### config.mk
export PLATFORM = sky130hd
export DESIGN_NAME = tga_rle_decoder_top_flat
export DESIGN_NICKNAME = d
export VERILOG_FILES = /design/src/hw/rtl/tga_rle_pkg.sv /design/src/hw/rtl/tga_rle_if.sv /design/src/hw/rtl/tga_rle_decoder_top.sv /design/src/hw/rtl/tga_rle_front.sv /design/src/hw/rtl/tga_rle_queue.sv /design/src/flat_wrapper.sv
export VERILOG_INCLUDE_DIRS = /design/src /design/src/hw/rtl
export SDC_FILE = /design/constraint.sdc
export NUM_CORES = 1
export LEC_CHECK = 0
export BUFFER_PORTS_ARGS = -buffer_cell sky130_fd_sc_hd__buf_4
export CAP_MARGIN = 5
export CORE_MARGIN = 1
export CORE_UTILIZATION = 53
export CTS_CLUSTER_DIAMETER = 80
export DETAILED_ROUTE_END_ITERATION = 8
export PLACE_DENSITY = 0.86
export SLEW_MARGIN = 0
export SYNTH_ARGS = -nofsm -noshare
export SYNTH_HDL_FRONTEND = slang
export SYNTH_SLANG_ARGS = --single-unit
### constraint.sdc
create_clock -name i_clk -period 6.4 [get_ports i_clk]
set_clock_uncertainty 0.15 [all_clocks]
set_input_delay 1.6 -clock i_clk [delete_from_list [all_inputs] [get_ports i_clk]]
set_output_delay 1.6 -clock i_clk [all_outputs]
set_load 0.02 [all_outputs]
### src/hw/rtl/assert_macros.svh
// Assertion macros shared by the decoder RTL.
`ifndef ASSERT_MACROS_SVH
`define ASSERT_MACROS_SVH
`ifndef ASSERT_OFF
// Check that a property holds at every clock edge outside reset.
`define ASSERT_CHECK(lbl, clk, rst_n, prop, msg) \
    lbl: assert property (@(posedge clk) disable iff (!rst_n) (prop)) else $error(msg);
// Check that a condition never holds outside reset.
`define ASSERT_NEVER(lbl, clk, rst_n, cond, msg) \
    lbl: assert property (@(posedge clk) disable iff (!rst_n) !(cond)) else $error(msg);
`else
`define ASSERT_CHECK(lbl, clk, rst_n, prop, msg)
`define ASSERT_NEVER(lbl, clk, rst_n, cond, msg)
`endif
`endif

### src/hw/rtl/tga_rle_pkg.sv
// Types and constants shared by the run-length decoder modules.
`default_nettype none
package tga_rle_pkg;

    // Header bytes at or above this value open a run packet
    localparam int unsigned RUN_THRESH = 128;
    // Run length is header minus this bias
    localparam logic [7:0] RUN_BIAS = 8'd127;
    // Widest pixel in bytes
    localparam logic [2:0] BPP_MAX = 3'd4;
    // Bytes per pixel after reset
    localparam logic [2:0] BPP_RESET = 3'd4;
    // Entries in the queue between decode and output
    localparam int unsigned QUEUE_DEPTH = 2;

    // One decoded result
    typedef struct packed {
        logic [31:0] pixel_value;
        logic [7:0]  repeat_count;
        logic        image_done;
        logic        overflow_error;
    } t_result;

endpackage
`default_nettype wire

### src/hw/rtl/tga_rle_if.sv
// Stream interfaces for compressed bytes in and decoded pixels out.
`default_nettype none
interface tga_rle_in_if;
    logic       valid;
    logic       ready;
    logic [7:0] data_byte;

    modport source (output valid, output data_byte, input ready);
    modport sink   (input valid, input data_byte, output ready);
endinterface

interface tga_rle_out_if;
    logic        valid;
    logic        ready;
    logic [31:0] pixel_value;
    logic [7:0]  repeat_count;
    logic        image_done;
    logic        overflow_error;

    modport source (output valid, output pixel_value, output repeat_count,
                    output image_done, output overflow_error, input ready);
    modport sink   (input valid, input pixel_value, input repeat_count,
                    input image_done, input overflow_error, output ready);
endinterface
`default_nettype wire

### src/hw/rtl/tga_rle_decoder_top.sv
// Top level of the run-length pixel decoder: register port and stream channels.
//
// The decoder takes one compressed byte per clock cycle while its input is
// ready and gives at most one pixel result per byte. Every byte is decoded in
// the cycle it is transferred; its result is written into a two-entry queue
// and is offered on the output channel from the next cycle on, once the
// results ahead of it have left. The input keeps taking bytes while the queue
// has a free entry and no register write is in its access cycle, so with the
// output ready the sustained rate is one byte per cycle. Header bytes and the
// leading bytes of a pixel give no result.
// Registers: bytes per pixel at offset 0, pixel count at the next register
// slot; writing either restarts the decoder and drops a partly gathered pixel.
`default_nettype none
module tga_rle_decoder_top
    import tga_rle_pkg::*;
#(
    parameter int PIXEL_COUNT_BITS = 24
) (
    input  wire logic               i_clk,
    input  wire logic               i_rst_n,
    tga_rle_in_if.sink              i_in,
    tga_rle_out_if.source           o_out,
    input  wire logic               i_psel,
    input  wire logic               i_penable,
    input  wire logic               i_pwrite,
    input  wire logic [((PIXEL_COUNT_BITS + 1 > 32) ? 4 : 3)-1:0] i_paddr,
    input  wire logic [((PIXEL_COUNT_BITS + 1 > 32) ? 64 : 32)-1:0] i_pwdata,
    output logic [((PIXEL_COUNT_BITS + 1 > 32) ? 64 : 32)-1:0] o_prdata,
    output logic                    o_pready
);

    localparam int REG_W = PIXEL_COUNT_BITS + 1;
    localparam int DW    = (REG_W > 32) ? 64 : 32;
    localparam int AW    = (REG_W > 32) ? 4 : 3;

    logic [2:0]       r_bpp;
    logic [REG_W-1:0] r_pix_cnt;
    logic             cfg_wr;
    logic             cfg_idx;
    logic [2:0]       bpp_eff;
    logic [REG_W-1:0] total_eff;
    logic             queue_full;
    logic             push;
    t_result          result;

    // Register transfers complete in the access phase
    assign o_pready = 1'b1;
    assign cfg_wr   = i_psel && i_penable && i_pwrite;
    assign cfg_idx  = i_paddr[AW-1];

    always_ff @(posedge i_clk) begin
        if (!i_rst_n) begin
            r_bpp     <= BPP_RESET;
            r_pix_cnt <= REG_W'(1);
        end else if (cfg_wr) begin
            if (cfg_idx) begin
                r_pix_cnt <= i_pwdata[REG_W-1:0];
            end else begin
                r_bpp <= i_pwdata[2:0];
            end
        end
    end

    assign o_prdata = cfg_idx ? DW'(r_pix_cnt) : DW'(r_bpp);

    // Bring register values into their working range
    assign bpp_eff = (r_bpp == 3'd0) ? 3'd1 : ((r_bpp > BPP_MAX) ? BPP_MAX : r_bpp);

    always_comb begin
        total_eff = r_pix_cnt;
        if (r_pix_cnt == '0) begin
            total_eff = REG_W'(1);
        end else if (r_pix_cnt[REG_W-1] && (r_pix_cnt[REG_W-2:0] != '0)) begin
            total_eff = {1'b1, {(REG_W-1){1'b0}}};
        end
    end

    tga_rle_front #(
        .PIXEL_COUNT_BITS(PIXEL_COUNT_BITS)
    ) u_front (
        .i_clk       (i_clk),
        .i_rst_n     (i_rst_n),
        .i_restart   (cfg_wr),
        .i_bpp       (bpp_eff),
        .i_total     (total_eff),
        .i_in        (i_in),
        .i_queue_full(queue_full),
        .o_push      (push),
        .o_result    (result)
    );

    tga_rle_queue u_queue (
        .i_clk   (i_clk),
        .i_rst_n (i_rst_n),
        .i_push  (push),
        .i_result(result),
        .o_full  (queue_full),
        .o_out   (o_out)
    );

endmodule
`default_nettype wire

### src/hw/rtl/tga_rle_front.sv
// Byte decoder: packet headers, pixel gathering, pixel counting and clipping.
`default_nettype none
`include "assert_macros.svh"
module tga_rle_front
    import tga_rle_pkg::*;
#(
    parameter int PIXEL_COUNT_BITS = 24
) (
    input  wire logic                      i_clk,
    input  wire logic                      i_rst_n,
    input  wire logic                      i_restart,
    input  wire logic [2:0]                i_bpp,
    input  wire logic [PIXEL_COUNT_BITS:0] i_total,
    tga_rle_in_if.sink                     i_in,
    input  wire logic                      i_queue_full,
    output logic                           o_push,
    output t_result                        o_result
);

    localparam int PW = PIXEL_COUNT_BITS + 1;

    logic                        r_hdr, n_hdr;
    logic                        r_run, n_run;
    logic [7:0]                  r_left, n_left;
    logic [1:0]                  r_pos, n_pos;
    logic [31:0]                 r_gather, n_gather;
    logic [PIXEL_COUNT_BITS-1:0] r_pixels_done, n_pixels_done;

    logic        accept;
    logic [2:0]  pos_inc;
    logic        pix_end;
    logic [31:0] gather_new;
    logic [PW-1:0] img_left;
    logic        run_over;
    logic [7:0]  run_count;
    logic        run_done;
    logic [7:0]  raw_left_dec;
    logic        raw_done;
    logic        raw_over;
    logic [7:0]  count;
    logic        done;
    logic        over;
    logic [7:0]  left_after;

    // Take a byte whenever the queue has room and no register write is under way
    assign i_in.ready = !i_queue_full && !i_restart;
    assign accept     = i_in.valid && !i_queue_full && !i_restart;

    // Gather the byte into its lane
    assign pos_inc    = {1'b0, r_pos} + 3'd1;
    assign pix_end    = (pos_inc >= i_bpp);
    assign gather_new = r_gather | (32'(i_in.data_byte) << {r_pos, 3'b000});

    // Pixels still owed to the image
    assign img_left = i_total - PW'(r_pixels_done);

    // Run packet: clip to the rest of the image
    assign run_over  = (PW'(r_left) > img_left);
    assign run_count = run_over ? img_left[7:0] : r_left;
    assign run_done  = (PW'(run_count) == img_left);

    // Raw packet: one pixel each, flag a packet that outlives the image
    assign raw_left_dec = r_left - 8'd1;
    assign raw_done     = (img_left == PW'(1));
    assign raw_over     = raw_done && (raw_left_dec != 8'd0);

    assign count      = r_run ? run_count : 8'd1;
    assign done       = r_run ? run_done : raw_done;
    assign over       = r_run ? run_over : raw_over;
    assign left_after = r_run ? 8'd0 : raw_left_dec;

    // Push a result for every finished pixel
    assign o_push                  = accept && !r_hdr && pix_end;
    assign o_result.pixel_value    = gather_new;
    assign o_result.repeat_count   = count;
    assign o_result.image_done     = done;
    assign o_result.overflow_error = over;

    // Next decoder state
    always_comb begin
        n_hdr         = r_hdr;
        n_run         = r_run;
        n_left        = r_left;
        n_pos         = r_pos;
        n_gather      = r_gather;
        n_pixels_done = r_pixels_done;
        if (i_restart) begin
            n_hdr         = 1'b1;
            n_run         = 1'b0;
            n_left        = 8'd0;
            n_pos         = 2'd0;
            n_gather      = 32'd0;
            n_pixels_done = '0;
        end else if (accept) begin
            if (r_hdr) begin
                // Open a packet
                n_run    = (32'(i_in.data_byte) >= RUN_THRESH);
                n_left   = n_run ? (i_in.data_byte - RUN_BIAS) : (i_in.data_byte + 8'd1);
                n_hdr    = 1'b0;
                n_pos    = 2'd0;
                n_gather = 32'd0;
            end else if (!pix_end) begin
                n_gather = gather_new;
                n_pos    = r_pos + 2'd1;
            end else begin
                n_pos    = 2'd0;
                n_gather = 32'd0;
                if (done) begin
                    // Image complete: restart for the next one
                    n_hdr         = 1'b1;
                    n_run         = 1'b0;
                    n_left        = 8'd0;
                    n_pixels_done = '0;
                end else begin
                    n_left        = left_after;
                    n_pixels_done = r_pixels_done + PIXEL_COUNT_BITS'(count);
                    n_hdr         = (left_after == 8'd0);
                end
            end
        end
    end

    always_ff @(posedge i_clk) begin
        if (!i_rst_n) begin
            r_hdr         <= 1'b1;
            r_run         <= 1'b0;
            r_left        <= 8'd0;
            r_pos         <= 2'd0;
            r_gather      <= 32'd0;
            r_pixels_done <= '0;
        end else begin
            r_hdr         <= n_hdr;
            r_run         <= n_run;
            r_left        <= n_left;
            r_pos         <= n_pos;
            r_gather      <= n_gather;
            r_pixels_done <= n_pixels_done;
        end
    end

    `ASSERT_NEVER(a_zero_count, i_clk, i_rst_n,
        o_push && (o_result.repeat_count == 8'd0), "result with zero repeat count")
    `ASSERT_CHECK(a_over_done, i_clk, i_rst_n,
        (o_push && o_result.overflow_error) |-> o_result.image_done, "overflow without image end")
    `ASSERT_CHECK(a_done_restart, i_clk, i_rst_n,
        (o_push && o_result.image_done) |=> (r_hdr && (r_pixels_done == '0)),
        "no restart after image end")

endmodule
`default_nettype wire

### src/hw/rtl/tga_rle_queue.sv
// Short result queue between the decoder and the output channel.
`default_nettype none
`include "assert_macros.svh"
module tga_rle_queue
    import tga_rle_pkg::*;
(
    input  wire logic     i_clk,
    input  wire logic     i_rst_n,
    input  wire logic     i_push,
    input  wire t_result  i_result,
    output logic          o_full,
    tga_rle_out_if.source o_out
);

    localparam int AW = (QUEUE_DEPTH > 1) ? $clog2(QUEUE_DEPTH) : 1;
    localparam int CW = $clog2(QUEUE_DEPTH + 1);

    t_result        r_mem [QUEUE_DEPTH];
    logic [AW-1:0]  r_wr, n_wr;
    logic [AW-1:0]  r_rd, n_rd;
    logic [CW-1:0]  r_count, n_count;
    logic           pop;
    t_result        head;

    assign pop    = o_out.valid && o_out.ready;
    assign o_full = (r_count == CW'(QUEUE_DEPTH));

    // Present the oldest entry
    assign head                 = r_mem[r_rd];
    assign o_out.valid          = (r_count != '0);
    assign o_out.pixel_value    = head.pixel_value;
    assign o_out.repeat_count   = head.repeat_count;
    assign o_out.image_done     = head.image_done;
    assign o_out.overflow_error = head.overflow_error;

    // Advance pointers and occupancy
    always_comb begin
        n_wr    = r_wr;
        n_rd    = r_rd;
        n_count = r_count;
        if (i_push) begin
            n_wr = (r_wr == AW'(QUEUE_DEPTH - 1)) ? '0 : r_wr + AW'(1);
        end
        if (pop) begin
            n_rd = (r_rd == AW'(QUEUE_DEPTH - 1)) ? '0 : r_rd + AW'(1);
        end
        if (i_push && !pop) begin
            n_count = r_count + CW'(1);
        end else if (pop && !i_push) begin
            n_count = r_count - CW'(1);
        end
    end

    always_ff @(posedge i_clk) begin
        if (!i_rst_n) begin
            r_wr    <= '0;
            r_rd    <= '0;
            r_count <= '0;
        end else begin
            r_wr    <= n_wr;
            r_rd    <= n_rd;
            r_count <= n_count;
        end
    end

    // Store the pushed result
    always_ff @(posedge i_clk) begin
        if (i_push) begin
            r_mem[r_wr] <= i_result;
        end
    end

    `ASSERT_NEVER(a_count_range, i_clk, i_rst_n,
        r_count > CW'(QUEUE_DEPTH), "queue occupancy out of range")
    `ASSERT_NEVER(a_push_full, i_clk, i_rst_n, i_push && o_full, "push into full queue")
    `ASSERT_CHECK(a_count_up, i_clk, i_rst_n,
        (i_push && !pop) |=> (r_count == $past(r_count) + CW'(1)),
        "occupancy did not rise on push")

endmodule
`default_nettype wire

### src/flat_wrapper.sv
// flat-port wrapper written by rule: the top's interface ports become plain ports
module tga_rle_decoder_top_flat import tga_rle_pkg::*;
#(
    parameter int PIXEL_COUNT_BITS = 24
)
  (i_clk, i_rst_n, i_psel, i_penable, i_pwrite, i_paddr, i_pwdata, o_prdata, o_pready, i_in_valid, i_in_data_byte, i_in_ready, o_out_valid, o_out_pixel_value, o_out_repeat_count, o_out_image_done, o_out_overflow_error, o_out_ready);
  tga_rle_in_if i_in_i ();
  tga_rle_out_if o_out_i ();
  input  wire logic i_clk;
  input  wire logic i_rst_n;
  input  wire logic i_psel;
  input  wire logic i_penable;
  input  wire logic i_pwrite;
  input  wire logic [((PIXEL_COUNT_BITS + 1 > 32) ? 4 : 3)-1:0] i_paddr;
  input  wire logic [((PIXEL_COUNT_BITS + 1 > 32) ? 64 : 32)-1:0] i_pwdata;
  output logic [((PIXEL_COUNT_BITS + 1 > 32) ? 64 : 32)-1:0] o_prdata;
  output logic o_pready;
  input wire logic [$bits(i_in_i.valid)-1:0] i_in_valid;
  input wire logic [$bits(i_in_i.data_byte)-1:0] i_in_data_byte;
  output wire logic [$bits(i_in_i.ready)-1:0] i_in_ready;
  output wire logic [$bits(o_out_i.valid)-1:0] o_out_valid;
  output wire logic [$bits(o_out_i.pixel_value)-1:0] o_out_pixel_value;
  output wire logic [$bits(o_out_i.repeat_count)-1:0] o_out_repeat_count;
  output wire logic [$bits(o_out_i.image_done)-1:0] o_out_image_done;
  output wire logic [$bits(o_out_i.overflow_error)-1:0] o_out_overflow_error;
  input wire logic [$bits(o_out_i.ready)-1:0] o_out_ready;
  assign i_in_i.valid = i_in_valid;
  assign i_in_i.data_byte = i_in_data_byte;
  assign i_in_ready = i_in_i.ready;
  assign o_out_valid = o_out_i.valid;
  assign o_out_pixel_value = o_out_i.pixel_value;
  assign o_out_repeat_count = o_out_i.repeat_count;
  assign o_out_image_done = o_out_i.image_done;
  assign o_out_overflow_error = o_out_i.overflow_error;
  assign o_out_i.ready = o_out_ready;
  tga_rle_decoder_top #(.PIXEL_COUNT_BITS(PIXEL_COUNT_BITS)) u_core (.i_clk(i_clk), .i_rst_n(i_rst_n), .i_in(i_in_i), .o_out(o_out_i), .i_psel(i_psel), .i_penable(i_penable), .i_pwrite(i_pwrite), .i_paddr(i_paddr), .i_pwdata(i_pwdata), .o_prdata(o_prdata), .o_pready(o_pready));
endmodule
### Yosys cells after proc, flatten, opt, wreduce, memory -nomap -nowiden

Memory sizes are Yosys's and may differ from the RTL's. A register that Yosys moved wholly into a read port is not among the register bits.
Index checks and enable logic that the tools add are counted.

| word-level totals | value |
|---|---|
| register bits | 100 |
| output and inout bits | 77 |
| input port bits | 50 |
| bits in writable memories | 84 |
| word-level logic and storage cells | 100 |
| memories | 1 |

| operators by class | value |
|---|---|
| shift operators | 1 |
| eq/ne operators | 3 |
| magnitude comparators | 4 |
| add/subtract/negate cells | 11 |
| bitwise logic cells | 4 |
| mux-type cells | 33 |
| reductions and logical operators | 32 |

Memory list:

| memory | words | bits a word | read ports | clocked after Yosys merged registers in | wr ports | line | RTL |
|---|---|---|---|---|---|---|---|
| u_core.u_queue.r_mem | 2 | 42 | 1 | 1 | 1 | tga_rle_queue.sv:18 | `t_result r_mem [QUEUE_DEPTH];` |

Operator list:

| kind | number |
|---|---|
| 25-bit two-way mux | 3 |
| 32-bit two-way mux | 2 |
| 8-bit two-way mux | 7 |
| 32-bit bitwise OR | 1 |
| 8-bit by 5-bit left shift with 32-bit output | 1 |
| 25-bit by 1-bit == test with 1-bit output, second input constant | 1 |
| 8-bit by 25-bit == test with 1-bit output | 1 |
| 8-bit by 25-bit > comparator with 1-bit output | 1 |
| 25-bit logical NOT | 1 |
| 25-bit by 24-bit subtractor with 25-bit output | 1 |
| 24-bit by 8-bit adder with 24-bit output | 1 |
| 24-bit two-way mux | 1 |
| 24-bit nonzero test | 1 |
| 1-bit two-way mux | 14 |
| 1-bit logical AND | 12 |
| 8-bit by 1-bit adder with 8-bit output, second input constant | 1 |
| 8-bit >= comparator, second input constant | 1 |
| 8-bit logical NOT | 1 |
| 2-bit two-way mux | 4 |
| 2-bit nonzero test | 4 |
| 8-bit nonzero test | 1 |
| 8-bit by 1-bit subtractor with 8-bit output, second input constant | 1 |
| 8-bit by 7-bit subtractor with 8-bit output, second input constant | 1 |
| 3-bit two-way mux | 2 |
| other kinds (13) | 24 |

### Longest topological paths before layout

Gate-level depths: netlist of run 1.

| logic depth | value |
|---|---|
| depth after elaboration | 12 |
| depth in mapped cells | 37 |
| mapped depth without buffers | 35 |

### Hierarchy

From an unflattened synthesis of run 1, not the netlist that was laid out.

| unflattened totals | value |
|---|---|
| cell total of the unflattened synthesis | 1,077 |
| area, all modules | 10,324.9 um^2 |

Modules (own cells, without submodules):

| module | times used | area an instance (um^2) | cells each | sequential area each (um^2) |
|---|---|---|---|---|
| tga_rle_front | 1 | 5,539.1 | 724 | 1,361.3 |
| tga_rle_queue | 1 | 3,240.6 | 153 | 2,622.5 |
| tga_rle_decoder_top | 1 | 1,545.2 | 200 | 560.5 |

### Least setup slack after synthesis of run 1

Ideal clock, no wire load.

| timing path | value |
|---|---|
| path kind | register -> register |
| start | reg u_core.r_pix_cnt[0] |
| end | reg u_core.u_front.r_pixels_done[10] |
| cell stages (with the launch flop) | 38 |
| data required time | 6,135 ps |
| buffers on the path | 2 |
| arrival | 6,090 ps |
| clock period less this slack | 6,355 ps |
| path slack | 45 ps |
| library setup time | 115 ps |
| cell sequence | dfxtp_1 nor4_1 nand4_1 o21ai_0 clkbuf_1 a21oi_1 ha_1 fa_1 nand2b_1 nand2b_1 a21oi_1 xnor2_1 inv_1 ha_1 nand4_1 nor2_1 nor3_1 a21oi_1 [2 not listed] inv_1 nand4bb_1 buf_2 nand2_1 o211ai_1 ha_1 inv_1 fa_1 nor2b_1 o21ai_0 a21boi_0 o21ai_0 a21boi_0 o21ai_0 nand2_1 nand4_1 xnor2_1 nor2_2 |

RTL lines:

| item | line | RTL |
|---|---|---|
| start, declared | tga_rle_decoder_top.sv:37 | `logic [REG_W-1:0] r_pix_cnt;` |
| start signal, assigned | tga_rle_decoder_top.sv:57 | `r_pix_cnt <= i_pwdata[REG_W-1:0];` |
| end signal, assigned | tga_rle_front.sv:137 | `r_pixels_done <= n_pixels_done;` |
| end, declared | tga_rle_front.sv:27 | `logic [PIXEL_COUNT_BITS-1:0] r_pixels_done, n_pixels_done;` |

==> results_dict.tcl, run 1 <==
set metrics [dict create \
    critPathLaunch "u_core.r_pix_cnt[23]" \
    start_util_pct 54.9 \
    place_ws_ns -0.443 \
    leakagePower_uw 0.00566 \
    setup_violations 11 \
    drive_gt1_share_pct 31.8 \
    crit_fanout 8 \
    placement.io_buffers 109 \
    maxCapViolCount 0 \
    power.density_mw_per_mm2 229 \
    synth_ff_type "dfxtp_1" \
    vias 9312 \
    gp_congestion 0.896 \
    status "finished with violations" \
    critPathLaunchType "register" \
    endpoint "u_core.u_front.r_pixels_done[10]" \
    ctsRootBufferMaster "clkbuf_16" \
    yosysUniqueCellTypes 69 \
    fin_ws_ns -0.209 \
    finalHoldViolCount 0 \
    multi_input_area_mm2 0.00578 \
    die_h_um 142 \
    hpwlAfterDp_mm 19.5 \
    path_class "register to register" \
    pin_count 127 \
    syn_area_mm2 0.0104 \
    rsz0062_at_grt "yes" \
    cts_tree "done" \
    synth_cells 1111 \
    met2_usage_pct 49.6 \
    nets 1422 \
    dr.pass1.iters 6 \
    route.detailed.wl_per_inst_um 18.9 \
    r2r-start "u_core.r_pix_cnt[23]" \
    synthTopCellsByCount "nand2_1 (114), dfxtp_1 (101), edfxtp_1 (84)" \
    antenna_found_initial 0 \
    grt_pass1_vias 9028 \
    wirelength_mm 30.1 \
    cts_max_level 4 \
    ys_seq_area_share_pct 43.5 \
    violations "negative setup slack" \
    grt_usage_pct 28.4 \
    drc 0 \
    die_area_mm2 0.0203 \
    grt_max_degree 43 \
    grtUsageMet1_pct 33.8 \
    final_antenna_net_count 0 \
    synth-seq-cells 185 \
    cp.required_ns 6.58 \
    async_reset_ff_share_pct 0 \
    path_clk_slew_ns 0.08 \
    rows 50 \
    min_path_type "register to register" \
    area_growth_pct 28.5 \
    path_depth 36 \
    tightest_slew_ns 1.06 \
    cp_top_family "compound AO/OA/AOI/OAI gates" \
    grt.met3_usage_pct 5.38 \
    core_area_mm2 0.0190 \
    synth_top_area_cell "edfxtp_1" \
    path_buf_inv 5 \
    synth_area_leaders "edfxtp_1 (24%), dfxtp_1 (19%), ha_1 (6.0%)" \
    reg2reg_to "u_core.u_front.r_pixels_done[10]" \
    overflow 0 \
    cts_buffers 17 \
    nFillCells 1352 \
    reg2regPathDepth 36 \
    seq_area_mm2 0.00455 \
    vias_per_cell 5.85 \
    peakVddDrop_uv 244 \
    fp.dieW_um 142 \
    yosysMostFrequentCell "nand2_1" \
    avgSynthCellArea_um2 9.40 \
    reg2reg_slack_ns -0.21 \
    grt_busiest_layer "met2" \
    clock_path_buffers 2 \
    critPathArrivalTime_ns 6.79 \
    slowest_delay_ns 0.38 \
    diodes 0 \
    whs_ns 0.346 \
    clock-sinks 185 \
    synth_top_area_share_pct 24.2 \
    ys_warn_count 0 \
    worstSkewPairLatency_ns 0.45 \
    drv_slew 0 \
    end_kind "register" \
    synth_edf_count 84 \
    finalSetupTns_ns -1.55 \
    max_freq_mhz 151 \
    dr.first_iter.drc_count 837 \
    critPathSlowestCell "fa_2" \
    grt_pass1_wl_mm 44.6 \
    post-route-min-period_ns 6.61 \
    maxSlewHeadroom_pct 29.5 \
    holdPathStages 2 \
    fin_crit_sh_pct 103 \
]
[cells in the final DEF, fill, tap and decap left out, types with 7 or more instances in the layout]
cell type / count
a21boi_0: 28
and2_1: 46
o21ai_0: 56
ha_1: 45
edfxtp_1: 84
xor2_1: 13
clkbuf_16: 17
o21ai_1: 7
conb_1: 8
nand3_1: 19
mux2i_1: 9
nor4_1: 9
and3_1: 8
nor2_1: 81
a211oi_1: 7
o21a_1: 7
or3_1: 7
nand4_1: 19
buf_4: 245
mux2_2: 45
a21oi_1: 38
clkinv_8: 7
inv_1: 53
o21bai_1: 9
xnor2_2: 9
nor2b_1: 19
a21o_1: 38
nand2_1: 114
dfxtp_1: 97
xnor2_1: 30
nor2_2: 20
nor3_1: 17
[worst min-delay path, delay by kind of cell, from the launching register on]
family	cells	cell delay [ns]
DFF	1	0.34
and+or+nand+nor	1	0.06
AOI/OAI and AO/OA	1	0.05
[how the worst min path moves through the flow]
stage	start	slack, ns	endpoint
final	u_core.u_front.r_pixels_done[7]	0.35	u_core.u_front.r_pixels_done[7]
after global routing	u_core.u_front.r_pixels_done[7]	0.39	u_core.u_front.r_pixels_done[7]
after CTS	u_core.r_bpp[0]	0.34	u_core.r_bpp[0]
after detailed placement	u_core.r_bpp[0]	0.33	u_core.r_bpp[0]
after global placement	u_core.u_front.r_pixels_done[7]	0.31	u_core.u_front.r_pixels_done[7]
after floorplan	u_core.u_front.r_pixels_done[7]	0.30	u_core.u_front.r_pixels_done[7]
[sequential cells by signal, summed over array words and instances (netlist names), 2 cells and up, named ones only]
name	cells
u_core.u_front.r_pixels_done	24
u_core.r_pix_cnt	25
u_core.u_queue.r_mem	84
u_core.u_front.r_gather	32
u_core.u_front.r_left	8
u_core.u_front.r_pos	2
u_core.u_queue.r_count	2
u_core.r_bpp	3
[what timing repair did]
item | in CTS | in global routing
hold buffers | 0 | 0
pin swaps | 8 | 43
endpoints found under the setup margin | 17 | 20
hold endpoints to repair | 0 | 0
resized for setup | 14 | 71
cloned | 0 | 1
buffers inserted | 15 | 12
[cells by family after synthesis]
group	Yosys count	synth area share (%)
XOR/XNOR	53	4.45
AND/OR/NAND/NOR	401	19.3
multiplexers	55	5.81
other	2	0.0719
flip-flops	185	43.5
buffers and inverters	121	5.05
AO/OA/AOI/OAI	242	15.4
adder cells (fa/ha/maj)	52	6.38
[through the flow]
step                      cells  util (%)  instance area [um^2]  power (uW)
after floorplan            1117         -                 10500        1710
after global placement     1536      64.1                 12200        1920
after detailed placement   1536      64.1                 12200        1930
after CTS                  1583      68.3                 13000        3040
after global routing       1593      70.5                 13400        3170
final                      1593      70.5                 13400        3070
[area by class of cell]
type                    instances  area share, %
clock buffers                  17           3.17
clock inverters                15           1.58
inverters                      55           1.54
multi-input cells             811           43.1
flip-flops and latches        185           33.9
well taps                     260           2.43
repair buffers                250           14.3
[report_power, final]
part	internal (uW)	switching [uW]
Clock	544	574
Combinational	314	339
Sequential	1250	47.9
Total	2110	960
[layer usage]
layer / vias to the layer above / part of all wire [%]
li1: 4317 / -
met1: 4436 / 39
met2: 457 / 50
met3: 102 / 7.4
met4: 0 / 3.5
met5: - / 0
No activity file was read; power rests on OpenSTA's default activity.
==> run 2: changes to the inputs <==
--- a/config.mk
+++ b/config.mk
@@ -13,6 +13,7 @@
 export CTS_CLUSTER_DIAMETER = 80
 export DETAILED_ROUTE_END_ITERATION = 8
 export PLACE_DENSITY = 0.86
+export REMOVE_ABC_BUFFERS = 1
 export SLEW_MARGIN = 0
 export SYNTH_ARGS = -nofsm -noshare
 export SYNTH_HDL_FRONTEND = slang
==> run 2 against run 1 <==
  * The run now ends clean
  * Setup slack improved by 0.26 ns
  * Sequential share of layout area increased by 0.17 points
  * Via count decreased by 2.1%
  * Core utilization decreased by 0.36 points
  * Worst hold slack got worse by 0.010 ns
  * Cell area decreased by 0.51%
  * Largest cell class unchanged
  * Largest power group unchanged
==> results_dict.tcl, run 2 (synthesis results as in run 1) <==
set metrics [dict create \
    status "completed" \
    rows 50 \
    wl_met1_mm 11.5 \
    cts_tree "done" \
    min_path_type "register to register" \
    fin_ws_ns 0.0533 \
    hpwlAfterDp_mm 18.3 \
    clock-sinks 185 \
    route.detailed.wl_per_inst_um 17.2 \
    fin_crit_sh_pct 99.2 \
    vias_per_cell 5.74 \
    wl_met2_mm 13.0 \
    p_clk_share_pct 35.8 \
    placement.io_buffers 109 \
    diodes 0 \
    clock_path_buffers 2 \
    cp.required_ns 6.65 \
    slowest_delay_ns 0.34 \
    layout.cells.non_filler 1588 \
    critPathSlowestCell "dfxtp_2" \
    max_freq_mhz 158 \
    holdPathStages 2 \
    grt_pass1_wl_mm 42.6 \
    vias 9112 \
    cts_buffers 17 \
    tightest_slew_ns 1.08 \
    overflow 0 \
    peakVddDrop_uv 209 \
    nFillCells 1325 \
    grt_usage_pct 27.0 \
    holdBufCountCts 0 \
    drc 0 \
    p_int_uw 2110 \
    switchingPower_uw 926 \
    die_h_um 142 \
    finalHoldViolCount 0 \
    setup_violations 0 \
    final_common_cell "buf_4" \
    final_antenna_net_count 0 \
    dr.pass1.iters 6 \
    finalSetupTns_ns 0 \
    grt_pass1_vias 8635 \
    pwr-share-seq_pct 42.8 \
    layout_common_cells "buf_4 (242), nand2_1 (114), dfxtp_1 (98)" \
    area_growth_pct 27.8 \
    largest_register "u_core.u_queue.r_mem" \
    place_ws_ns -0.399 \
    die_area_mm2 0.0203 \
    path_clk_slew_ns 0.09 \
    swShare_pct 30.5 \
    critPathLaunchType "register" \
    pin_count 127 \
    wl_met3_mm 2.01 \
    start_util_pct 54.9 \
    core_area_mm2 0.0190 \
    wirelength_mm 27.3 \
    top_layer "met4" \
    cts_max_level 4 \
    grt_max_degree 44 \
    fp.dieW_um 142 \
    post-route-min-period_ns 6.35 \
    post-place-cells 1543 \
    worstSkewPairLatency_ns 0.45 \
    largest_registers "u_core.u_queue.r_mem x84, u_core.u_front.r_gather x32, u_core.r_pix_cnt x25" \
    nets 1417 \
    timing.critical_path.mode_cell "buf_4" \
    dr.first_iter.drc_count 828 \
    leakagePower_uw 0.00563 \
    end_kind "register" \
    crit_fanout 5 \
    antenna_found_initial 0 \
    combPwrFrac_pct 21.4 \
    largest_reg_flops 84 \
    gp_congestion 0.928 \
    power.density_mw_per_mm2 228 \
    rsz0062_at_grt "yes" \
    drive_gt1_share_pct 31.1 \
    maxCapViolCount 0 \
    maxSlewHeadroom_pct 27.8 \
    path_class "register to register" \
    reg2regPathDepth 36 \
    drv_slew 0 \
    critPathArrivalTime_ns 6.59 \
    ctsRootBufferMaster "clkbuf_16" \
]
## run 2: per-layer routing
metal | vias up | GRT usage (%)
met2 | 422 | 44.1
met1 | 4320 | 35.2
li1 | 4293 | -
met5 | - | 0
met3 | 77 | 5.65
met4 | 0 | 9.73
## run 2: area by class of cell
| type | count | area, um^2 | area share [%] |
|---|---|---|---|
| clock buffers | 17 | 425 | 3.19 |
| clock inverters | 15 | 204 | 1.53 |
| inverters | 55 | 206 | 1.55 |
| multi-input cells | 811 | 5770 | 43.3 |
| flip-flops and latches | 185 | 4550 | 34.1 |
| well taps | 260 | 325 | 2.44 |
| repair buffers | 245 | 1860 | 13.9 |
## run 2: per-stage QoR
step                      area [um^2]  hold slack (ns)  utilization [%]  total power [uW]
after floorplan                 10100            0.299                -              1690
after global placement          12200            0.310             64.3              1920
after detailed placement        12200            0.325             64.3              1930
after CTS                       13000            0.335             68.2              3020
after global routing            13300            0.375             70.2              3150
final                           13300            0.336             70.2              3040
## run 2: final timing paths
path | from | endpoint | slack [ns]
setup reg to reg | u_core.r_pix_cnt[0] | u_core.u_front.r_pixels_done[6] | 0.05
hold / removal | u_core.r_bpp[0] | u_core.r_bpp[0] | 0.34
setup / recovery | u_core.r_pix_cnt[0] | u_core.u_front.r_pixels_done[6] | 0.05
hold reg to reg | u_core.r_bpp[0] | u_core.r_bpp[0] | 0.34
## run 2: power by group through the flow
| stage | Clock, uW | Combinational, uW | Sequential [uW] |
|---|---|---|---|
| after floorplan | 0 | 376 | 1310 |
| after global placement | 0 | 592 | 1320 |
| after detailed placement | 0 | 603 | 1320 |
| after CTS | 1100 | 619 | 1300 |
| after global routing | 1150 | 697 | 1300 |
| final | 1090 | 649 | 1300 |
## run 2: timing repair
item,CTS,global route
buffers inserted,6,7
gates resized for setup,18,60
endpoints found under the hold margin,0,0
pin swaps,11,45
setup endpoints to repair,17,19
## run 2: critical path, delay by kind of cell, from the launching register on
family	cells	cell delay, ns
multiplexers	1	0.21
XOR/XNOR	1	0.18
adder cells (fa/ha/maj)	3	0.78
AO/OA/AOI/OAI	12	1.94
AND/OR/NAND/NOR	8	1.37
buffers and inverters	11	1.30
flip-flops	1	0.34
==> run 3: changes to the inputs <==
--- a/config.mk
+++ b/config.mk
@@ -8,7 +8,7 @@
 export LEC_CHECK = 0
 export BUFFER_PORTS_ARGS = -buffer_cell sky130_fd_sc_hd__buf_4
 export CAP_MARGIN = 5
-export CORE_MARGIN = 1
+export CORE_MARGIN = 10
 export CORE_UTILIZATION = 53
 export CTS_CLUSTER_DIAMETER = 80
 export DETAILED_ROUTE_END_ITERATION = 8
==> run 3 against run 2 <==
  * The run now ends with negative setup slack left
  * Core utilization shrank 1.2 points
  * Worst hold slack gained 0.0020 ns
  * Cell count grew 1.1%
  * Die area grew 27%
  * Clock power is essentially flat
  * Global-route usage shrank 4.8 points
  * Sequential share of layout area shrank 0.086 points
  * Clock-buffer cell count is the same
  * Critical path type unchanged
  * Largest cell class unchanged
==> results_dict.tcl, run 3 (synthesis results as in run 1) <==
set metrics [dict create \
    violations "negative setup slack" \
    rows 51 \
    vias_per_cell 5.76 \
    slowest_delay_ns 0.42 \
    path_class "register to register" \
    grt_pass1_vias 9277 \
    maxCapViolCount 0 \
    max_freq_mhz 155 \
    antenna_found_initial 0 \
    critPathLaunchType "register" \
    worstSkewPairLatency_ns 0.45 \
    cts_buffers 17 \
    critPathArrivalTime_ns 6.62 \
    grt_max_degree 43 \
    route.detailed.wl_per_inst_um 19.0 \
    leakagePower_uw 0.00569 \
    overflow 0 \
    hpwlAfterDp_mm 20.7 \
    whs_ns 0.338 \
    pin_count 127 \
    die_h_um 160 \
    clock_path_buffers 2 \
    status "finished with violations" \
    post-route-min-period_ns 6.46 \
    critPathSlowestCell "nor4_1" \
    finalHoldViolCount 0 \
    layout.cells.non_filler 1606 \
    place_ws_ns -0.364 \
    final_util_pct 68.9 \
    drive_gt1_share_pct 31.5 \
    setup_violations 8 \
    largest_reg_flops 84 \
    end_kind "register" \
    postPlaceCellArea_mm2 0.0123 \
    placement.io_buffers 109 \
    cts_max_level 4 \
    fin_ws_ns -0.0572 \
    rsz0062_at_grt "yes" \
    largest_register "u_core.u_queue.r_mem" \
    start_util_pct 53.8 \
    path_clk_slew_ns 0.09 \
    area_growth_pct 28.1 \
    tightest_slew_ns 0.999 \
    diodes 0 \
    drc 0 \
    dr.pass1.iters 6 \
    ctsRootBufferMaster "clkbuf_16" \
    fin_crit_sh_pct 101 \
    final_common_cell "buf_4" \
    final_antenna_net_count 0 \
    largest_registers "u_core.u_queue.r_mem x84, u_core.u_front.r_gather x32, u_core.r_pix_cnt x25" \
    power.density_mw_per_mm2 231 \
    wirelength_mm 30.5 \
    grt_pass1_wl_mm 47.2 \
    drv_slew 0 \
    min_path_type "register to register" \
    holdBufCountCts 0 \
    gp_congestion 0.974 \
    dr.first_iter.drc_count 803 \
    vias 9250 \
    grt_usage_pct 22.2 \
    layout_common_cells "buf_4 (254), nand2_1 (113), dfxtp_1 (99)" \
    cts_tree "done" \
    design_area_mm2 0.0134 \
    clock-sinks 185 \
    core_area_mm2 0.0194 \
    nets 1430 \
    peakVddDrop_uv 220 \
    maxSlewHeadroom_pct 33.4 \
    post-place-cells 1556 \
    fp.dieW_um 160 \
    crit_fanout 8 \
    cp.required_ns 6.57 \
    die_area_mm2 0.0257 \
]
run 3: area by class of cell:
cell class              count  area, um^2
inverters                  55         206
clock buffers              17         425
well taps                 265         332
flip-flops and latches    185        4550
fillers                  1393        6030
repair buffers            258        1960
clock inverters            15         215
multi-input cells         811        5690
run 3: worst max-delay path: cells and delay by family, from the launching register on:
kind	cells	cell delay, ns
AND/OR/NAND/NOR	14	2.15
buffers and inverters	6	0.60
flip-flops	1	0.33
adder cells (fa/ha/maj)	4	1.17
AO/OA/AOI/OAI	10	1.52
XOR/XNOR	2	0.36
run 3: routing by layer:
layer | track usage, % | wire (um) | vias up
li1 | - | - | 4337
met1 | 26.0 | 12100 | 4421
met2 | 38.5 | 15200 | 419
met3 | 4.93 | 2290 | 73
met4 | 9.02 | 864 | 0
met5 | 0 | 0 | -
run 3: final timing paths:
kind	start	end	slack [ns]	cells past startpoint
worst max register to register	u_core.r_pix_cnt[5]	u_core.u_front.r_pixels_done[16]	-0.06	36
worst max-delay path	u_core.r_pix_cnt[5]	u_core.u_front.r_pixels_done[16]	-0.06	36
worst min register to register	u_core.u_front.r_pixels_done[7]	u_core.u_front.r_pixels_done[7]	0.34	2
worst min-delay path	u_core.u_front.r_pixels_done[7]	u_core.u_front.r_pixels_done[7]	0.34	2
run 3: metrics by stage:
| stage | power [uW] | setup TNS, ns |
|---|---|---|
| 2_1_floorplan | 1690 | -4.92 |
| 3_3_place_gp | 1930 | -1.53 |
| 3_5_place_dp | 1940 | -3.67 |
| 4_1_cts | 3050 | 0 |
| 5_1_grt | 3190 | -5.65 |
| 6_report | 3080 | -0.237 |
run 3: repair_timing:
action                                  4_1_cts  5_1_grt
endpoints found under the hold margin         0        0
pin swaps                                    12       35
setup buffers                                13        7
endpoints found under the setup margin       17       21
resized for setup                            19       51
run 3: power by group:
part | internal (uW) | switching (uW) | total (uW)
clock | 548 | 568 | 1120
combinational | 321 | 350 | 671
sequential | 1250 | 45.5 | 1300
total | 2120 | 963 | 3080
